`src/sv/ddpf_pkg.sv`:
```
// ddpf_pkg: shared types, constants and saturating add for the diff drive controller
// no dependencies

package ddpf_pkg;

   localparam int ACC_W  = 62;
   localparam int BATT_W = 15;
   localparam int CFG_IDX_W = 4;

   localparam logic signed [ACC_W:0] SAT_HI = (ACC_W+1)'(64'sh1000_0000_0000_0000);
   localparam logic signed [ACC_W:0] SAT_LO = -SAT_HI;

   localparam int BIAS_RIGHT = 330;
   localparam int BIAS_LEFT  = 370;

   localparam logic [CFG_IDX_W-1:0] CFG_SPEED_P = 4'd0;
   localparam logic [CFG_IDX_W-1:0] CFG_SPEED_I = 4'd1;
   localparam logic [CFG_IDX_W-1:0] CFG_SPEED_D = 4'd2;
   localparam logic [CFG_IDX_W-1:0] CFG_YAW_P   = 4'd3;
   localparam logic [CFG_IDX_W-1:0] CFG_YAW_I   = 4'd4;
   localparam logic [CFG_IDX_W-1:0] CFG_YAW_D   = 4'd5;
   localparam logic [CFG_IDX_W-1:0] CFG_ACC_FF  = 4'd6;
   localparam logic [CFG_IDX_W-1:0] CFG_BIAS_FF = 4'd7;

   typedef logic signed [ACC_W-1:0] acc_type;

   function automatic acc_type sat_add(input acc_type x, input acc_type y);
      logic signed [ACC_W:0] s;
      s = $signed({x[ACC_W-1], x}) + $signed({y[ACC_W-1], y});
      if (s > SAT_HI) begin
         s = SAT_HI;
      end else if (s < SAT_LO) begin
         s = SAT_LO;
      end
      return ACC_W'(s);
   endfunction

endpackage

```
`src/sv/ddpf_mul.sv`:
```
// ddpf_mul: sequential signed fixed point multiplier, 32 x 16 bits per cycle
// result floored by FRAC_BITS and saturated; depends on ddpf_pkg

module ddpf_mul
   import ddpf_pkg::*;
#(
   parameter int FRAC_BITS = 16,
   parameter int B_W       = 48
) (
   input  logic                    clock,
   input  logic                    reset,
   input  logic                    start,
   input  logic signed [31:0]      a,
   input  logic signed [B_W-1:0]   b,
   output logic                    done,
   output logic signed [ACC_W-1:0] p
);

   localparam int NDIG   = (B_W + 15) / 16;
   localparam int UB_W   = NDIG * 16;
   localparam int PROD_W = 32 + UB_W;
   localparam int CW     = $clog2(NDIG + 1);

   logic                     busy_ff, fin_ff, done_ff, neg_ff;
   logic [CW-1:0]            cnt_ff;
   logic [31:0]              ua_ff;
   logic [UB_W-1:0]          ub_ff;
   logic [PROD_W-1:0]        acc_ff;
   logic signed [ACC_W-1:0]  p_ff;

   logic [31:0]              ua_abs;
   logic [B_W-1:0]           ub_abs;
   logic [47:0]              part;
   logic [PROD_W-1:0]        acc_in;
   logic signed [PROD_W:0]   sp, q, qc;

   assign ua_abs = a[31] ? (~a + 32'd1) : a;
   assign ub_abs = b[B_W-1] ? (~b + B_W'(1)) : b;
   assign part   = ua_ff * ub_ff[UB_W-1 -: 16];
   assign acc_in = {acc_ff[PROD_W-17:0], 16'd0} + PROD_W'(part);

   always_comb begin
      sp = neg_ff ? -$signed({1'b0, acc_ff}) : $signed({1'b0, acc_ff});
      q  = sp >>> FRAC_BITS;
      if (q > SAT_HI) begin
         qc = SAT_HI;
      end else if (q < SAT_LO) begin
         qc = SAT_LO;
      end else begin
         qc = q;
      end
   end

   always_ff @(posedge clock) begin
      if (reset) begin
         busy_ff <= 1'b0;
         fin_ff  <= 1'b0;
         done_ff <= 1'b0;
         cnt_ff  <= '0;
      end else begin
         done_ff <= 1'b0;
         if (start) begin
            busy_ff <= 1'b1;
            cnt_ff  <= '0;
         end else if (busy_ff) begin
            cnt_ff <= cnt_ff + CW'(1);
            if (cnt_ff == CW'(NDIG - 1)) begin
               busy_ff <= 1'b0;
               fin_ff  <= 1'b1;
            end
         end else if (fin_ff) begin
            fin_ff  <= 1'b0;
            done_ff <= 1'b1;
         end
      end
   end

   always_ff @(posedge clock) begin
      if (start) begin
         ua_ff  <= ua_abs;
         ub_ff  <= UB_W'(ub_abs);
         neg_ff <= a[31] ^ b[B_W-1];
         acc_ff <= '0;
      end else if (busy_ff) begin
         acc_ff <= acc_in;
         ub_ff  <= {ub_ff[UB_W-17:0], 16'd0};
      end
      if (fin_ff) begin
         p_ff <= ACC_W'(qc);
      end
   end

   assign done = done_ff;
   assign p    = p_ff;

endmodule
```
`config.mk`:
```
export PLATFORM = sky130hd
export DESIGN_NAME = ddpf_mul
export DESIGN_NICKNAME = d
export VERILOG_FILES = /design/src/sv/ddpf_pkg.sv /design/src/sv/ddpf_mul.sv
export SDC_FILE = /design/constraint.sdc
export NUM_CORES = 2
export LEC_CHECK = 0
export BUFFER_PORTS_ARGS = -buffer_cell sky130_fd_sc_hd__buf_2
export CAP_MARGIN = 5
export CORE_ASPECT_RATIO = 2
export CORE_MARGIN = 3
export CORE_UTILIZATION = 50
export CTS_CLUSTER_SIZE = 20
export DETAILED_ROUTE_END_ITERATION = 10
export PLACE_DENSITY = 0.67
export RECOVER_POWER = 25
export SLEW_MARGIN = 30
export SYNTH_ARGS = -nofsm -noshare
export SYNTH_HDL_FRONTEND = slang
export SYNTH_SLANG_ARGS = --single-unit
```
`constraint.sdc`:
```
create_clock -name clock -period 7.55 [get_ports clock]
set_clock_uncertainty 0.15 [all_clocks]
set_input_delay 0 -clock clock [delete_from_list [all_inputs] [get_ports clock]]
set_output_delay 0 -clock clock [all_outputs]
set_load 0.05 [all_outputs]
```
* Word-level counts from Yosys, hierarchy flattened
Index checks and enable logic that the tools add are counted.
Word-level totals: register bits 228, input bits 83, output and inout bits 63, logic and storage cells 42
Cells by class: $add $sub $neg 5, multipliers 1, $lt $le $gt $ge 2, equal/unequal tests 2, multiplexer cells 12, bitwise gates (word level) 4, reduce and logical (&&, ||, !) cells 5
Operators by type and width (number):
- 48-bit two-way mux | 3
- 81-bit two-way mux | 1
- 80-bit negator with 81-bit output | 1
- 80-bit by 48-bit adder with 80-bit output | 1
- 65-bit by 62-bit greater-than comparator with 1-bit output (second input constant) | 1
- 65-bit by 61-bit less-than comparator with 1-bit output (second input constant) | 1
- 62-bit two-way mux | 1
- 48-bit by 2-bit adder with 48-bit output (second input constant) | 1
- 32-bit by 16-bit multiplier with 48-bit output | 1
- 48-bit NOT | 1
- 32-bit by 1-bit adder with 32-bit output (second input constant) | 1
- 32-bit NOT | 1
- 31-bit two-way mux | 1
- 1-bit two-way mux | 6
- 2-bit OR reduction | 2
- 3-bit OR reduction | 1
- 2-bit by 1-bit adder with 2-bit output (second input constant) | 1
- 2-bit equality test (second input constant) | 1
- 2-bit by 1-bit inequality test with 1-bit output (second input constant) | 1
- 2-bit AND reduction | 1
- 2-bit nonzero test | 1
- 1-bit NOT | 1
- 1-bit bitwise XOR | 1

* Longest topological paths before layout
depth in word-level cells 4, mapped depth 26, depth with buffers taken out 23

* Worst setup path after synthesis
Ideal clock, no wire load.
path type register to register, from reg ua_ff[9], to reg acc_ff[61], library setup time 0.086 ns, arrival time 6.425 ns, required time 7.314 ns, setup slack 0.890 ns, stages on the path, launching flop included 23, buffers on the path 3, clock period less this slack 6.660 ns, path through edfxtp_1 clkbuf_1 nand2_1 fa_1 fa_1 inv_1 fa_1 inv_1 fa_1 fa_1 fa_1 inv_1 ha_1 clkbuf_1 nand4_1 or4_1 a211oi_1 o21bai_1 a31oi_1 clkbuf_1 o2111ai_1 xor2_1 a211oi_1
On the way: word-level cells in the longest chain between the ends 2
Ends and longest elaborated chain:
- start, declared | RTL line ddpf_mul.sv:26 | logic [31:0] ua_ff;
- start signal, assigned | RTL line ddpf_mul.sv:80 | ua_ff <= ua_abs;
- 32-bit by 16-bit multiplier with 48-bit output | RTL line ddpf_mul.sv:39 | assign part = ua_ff * ub_ff[UB_W-1 -: 16];
- 80-bit by 48-bit adder with 80-bit output | RTL line ddpf_mul.sv:40 | assign acc_in = {acc_ff[PROD_W-17:0], 16'd0} + PROD_W'(part);
- end signal, assigned | RTL line ddpf_mul.sv:85 | acc_ff <= acc_in;
- end, declared | RTL line ddpf_mul.sv:28 | logic [PROD_W-1:0] acc_ff;
Every way passes these cells. A chain may end at the register's enable or synchronous reset.

* Worst setup path after layout
from reg ua_ff[13], to reg acc_ff[79]
Same word-level chain as after synthesis.

==> flow_summary.yaml <==
synthesis:
  yosys_register_bits: 228
  post_synth_main_area_contributors: "sky130_fd_sc_hd__fa_1 30%, sky130_fd_sc_hd__edfxtp_1 14%, sky130_fd_sc_hd__inv_1 7.5%"
  post_synth_and_or_nand_nor_area_fraction_pct: 18.5
  syn_area_mm2: 0.0304
  post_synth_fa_ha_maj_area_fraction_pct: 35.3
  proportion_of_netlist_area_held_by_the_largest_area_contributor_pct: 29.6
  synth_edf_count: 143
  synthesized_netlist_net_count: 4079
  ys_types: 86
  synth_top_family_by_area: "adder cells"
  synth.largest_area_cell: "sky130_fd_sc_hd__fa_1"
  share_of_flip_flops_with_an_asynchronous_set_or_reset_pct: 0
  synth_warnings: 0
  syn-instance-count: 3407
  synthXorXnorAreaFrac_pct: 5.67
  compound_gate_fraction_of_synth_area_pct: 9.35
  average_footprint_of_a_synthesized_cell_um2: 8.93
  synth.mux.area_fraction_pct: 1.39
  part_of_the_yosys_area_used_for_sequential_elements_pct: 19.7
  primary_flip_flop_cell_chosen_by_synthesis_mapping: "sky130_fd_sc_hd__edfxtp_1"
clock_network:
  tritoncts: "yes"
  cts-root-buf: "sky130_fd_sc_hd__clkbuf_16"
  clk_pin_slew_worst_paths_ps: 70
  clock_tree.htree_level_count: 1
  cts_made_buffers: 24
  worst_skew_pair.late_latency_ps: 570
  numClockSinks: 228
  cts_max_path_bufs: 3
flow_run:
  timing.max_cap.violations: 3
timing:
  report.final.setup_viol: 0
  totalNegativeSetupSlack_ps: 0
  relSlewSlack_pct: -131
  post-route-min-period_ps: 7310
  finalMaxSlewViolations: 147
  final.period_utilization_pct: 96.8
  unrepaired_setup_endpoints_after_global_routing: "false"
  hold_viol_final: 0
  worst_pin_slew_ps: 3470
  highest_clock_frequency_the_design_can_meet_mhz: 137
route:
  routed_antenna_nets: 0
  dr.pass1.iters: 8
  routed_wire_length_per_instance_um: 21.8
  vias: 24800
  remaining_drc_errors: 0
  drt_iter0_drc: 1474
  routed_via_count_divided_by_cell_count: 5.62
  detail_route.wirelength_mm: 96.4
setup_path:
  path_max_fanout: 13
  setup.worst_path.end_class: "flop"
  crit_type: "reg -> reg"
  timing.reg2reg.worst_path_depth: 22
  cp.arrival_ps: 7630
  cp.required_ps: 7870
  cp_startpoint_kind: "flop"
finish:
  final_cell_mix: "606 x sky130_fd_sc_hd__inv_1, 450 x sky130_fd_sc_hd__fa_1, 428 x sky130_fd_sc_hd__nand2_1, 223 x sky130_fd_sc_hd__and2_1, 181 x sky130_fd_sc_hd__nor2_1"
  post_route_cells_drive_above_1_share_pct: 8.30
  nFillCells: 5463
  final_common_cell: "sky130_fd_sc_hd__inv_1"
  antennaDiodeCount: 0
  syn_to_final_growth_pct: 13.3
  finalNetCount: 4293
floorplanning:
  die_width_um: 180
  io_pins: 146
  core_region_area_mm2: 0.0601
  std_cell_rows: 127
  die_area_mm2: 0.0640
  die_h_um: 355
  initial_core_utilization_pct: 50.7
grt:
  grt_pass1_vias: 26800
  grt_max_degree: 111
  grtUsageTotal_pct: 30.5
  first_pass_grt_wire_length_mm: 151
  antenna_violations_before_repair: 1
  grt_overflow_total: 0
run_status:
  status: "finished, violations left"
  violations: "capacitance limit, slew limit"
place:
  dpl.hpwl_mm: 76.5
  gp_congestion: 0.967
  buffer_ports.inserted: 145
worst_hold_path:
  hold_path_class: "in -> reg"
  whs_path_depth: 2
state kept, by name (all words and copies together), names as in the netlist:
signal,flops
neg_ff,1
fin_ff,1
ua_ff,32
ub_ff,48
acc_ff,80
busy_ff,1
cnt_ff,2
done,1
p,62
critical path, stage by stage (launching register included):
cell and delay (ps):
sky130_fd_sc_hd__edfxtp_1 640, sky130_fd_sc_hd__and2_1 290, sky130_fd_sc_hd__fa_1 510, sky130_fd_sc_hd__inv_1 50
sky130_fd_sc_hd__fa_1 480, sky130_fd_sc_hd__inv_1 60, sky130_fd_sc_hd__fa_1 490, sky130_fd_sc_hd__inv_1 40
sky130_fd_sc_hd__fa_1 480, sky130_fd_sc_hd__fa_1 540, sky130_fd_sc_hd__fa_1 560, sky130_fd_sc_hd__inv_1 50
sky130_fd_sc_hd__ha_1 400, sky130_fd_sc_hd__nand4_1 180, sky130_fd_sc_hd__or4_1 600, sky130_fd_sc_hd__a211oi_1 310
sky130_fd_sc_hd__o21bai_1 160, sky130_fd_sc_hd__a31oi_1 180, sky130_fd_sc_hd__buf_4 210, sky130_fd_sc_hd__nor2_1 70
sky130_fd_sc_hd__buf_4 160, sky130_fd_sc_hd__or3_1 330, sky130_fd_sc_hd__a311oi_1 250
synthesized netlist by cell type, types with 36 or more instances:
| master | instances |
|---|---|
| sky130_fd_sc_hd__dfxtp_1 | 85 |
| sky130_fd_sc_hd__a21oi_1 | 92 |
| sky130_fd_sc_hd__nand2_1 | 428 |
| sky130_fd_sc_hd__o21ai_0 | 81 |
| sky130_fd_sc_hd__o31ai_1 | 36 |
| sky130_fd_sc_hd__xor2_1 | 104 |
| sky130_fd_sc_hd__xnor2_1 | 93 |
| sky130_fd_sc_hd__clkbuf_1 | 175 |
| sky130_fd_sc_hd__fa_1 | 450 |
| sky130_fd_sc_hd__edfxtp_1 | 143 |
| sky130_fd_sc_hd__inv_1 | 607 |
| sky130_fd_sc_hd__nand3_1 | 55 |
| sky130_fd_sc_hd__nor2_1 | 181 |
| sky130_fd_sc_hd__and2_1 | 223 |
| sky130_fd_sc_hd__nor3_1 | 38 |
| sky130_fd_sc_hd__ha_1 | 139 |
| sky130_fd_sc_hd__mux2i_1 | 41 |
path summary, 6_finish.rpt:
kind              startpoint          to  slack, ps
hold / removal          a[0]    ua_ff[0]        110
setup reg to reg   ua_ff[13]  acc_ff[79]        240
hold reg to reg   acc_ff[79]  acc_ff[79]        330
setup / recovery   ua_ff[13]  acc_ff[79]        240
metrics by stage:
| step | worst slack, ps | hold slack, ps | instances | utilization [%] | cell area [µm²] |
|---|---|---|---|---|---|
| global placement | 178 | 75.9 | 4222 | 53.7 | 32200 |
| CTS | 108 | 30.9 | 4395 | 57.2 | 34400 |
| floorplan | 890 | -80.9 | 3407 | - | 30400 |
| finish | 240 | 108 | 4413 | 57.4 | 34500 |
| detailed placement | 185 | 73.3 | 4222 | 53.7 | 32200 |
| global route | 1.23 | 127 | 4413 | 57.4 | 34500 |
repair_timing:
action,in CTS,in global routing
resized for setup,0,6
hold buffers,129,0
endpoints found under the setup margin,0,16
hold endpoints to repair,123,0
buffers inserted,0,18
cells by family (layout without fill, tap and decap cells):
| group | after synthesis | after routing |
|---|---|---|
| AOI/OAI and AO/OA | 415 | 415 |
| xor gates and xnor gates | 197 | 197 |
| adders and majority gates | 589 | 589 |
| buffers and inverters | 804 | 1036 |
| DFF | 228 | 228 |
| muxes | 42 | 42 |
| and+or+nand+nor | 1132 | 1132 |
per-layer routing:
metal | vias to the layer above | global-route usage [%] | part of all wire, %
met4 | 0 | 21.7 | 9.1
met3 | 377 | 3.34 | 4.1
met5 | - | 0 | 0
met2 | 887 | 57.8 | 54
li1 | 11300 | - | -
met1 | 12300 | 30.7 | 33
area by class of cell:
type	instances	area, µm²	share of cell area, %
Tap cell	774	968	2.81
Sequential cell	228	6000	17.4
Inverter	607	2280	6.61
Clock buffer	28	637	1.85
Timing Repair Buffer	385	3010	8.72
Multi-Input combinational cell	2375	21400	62.0
Clock inverter	16	198	0.573
Power is left out: the tool's default activity adds up to more than one toggle a clock period on the data nets, which glitch-free logic cannot reach.
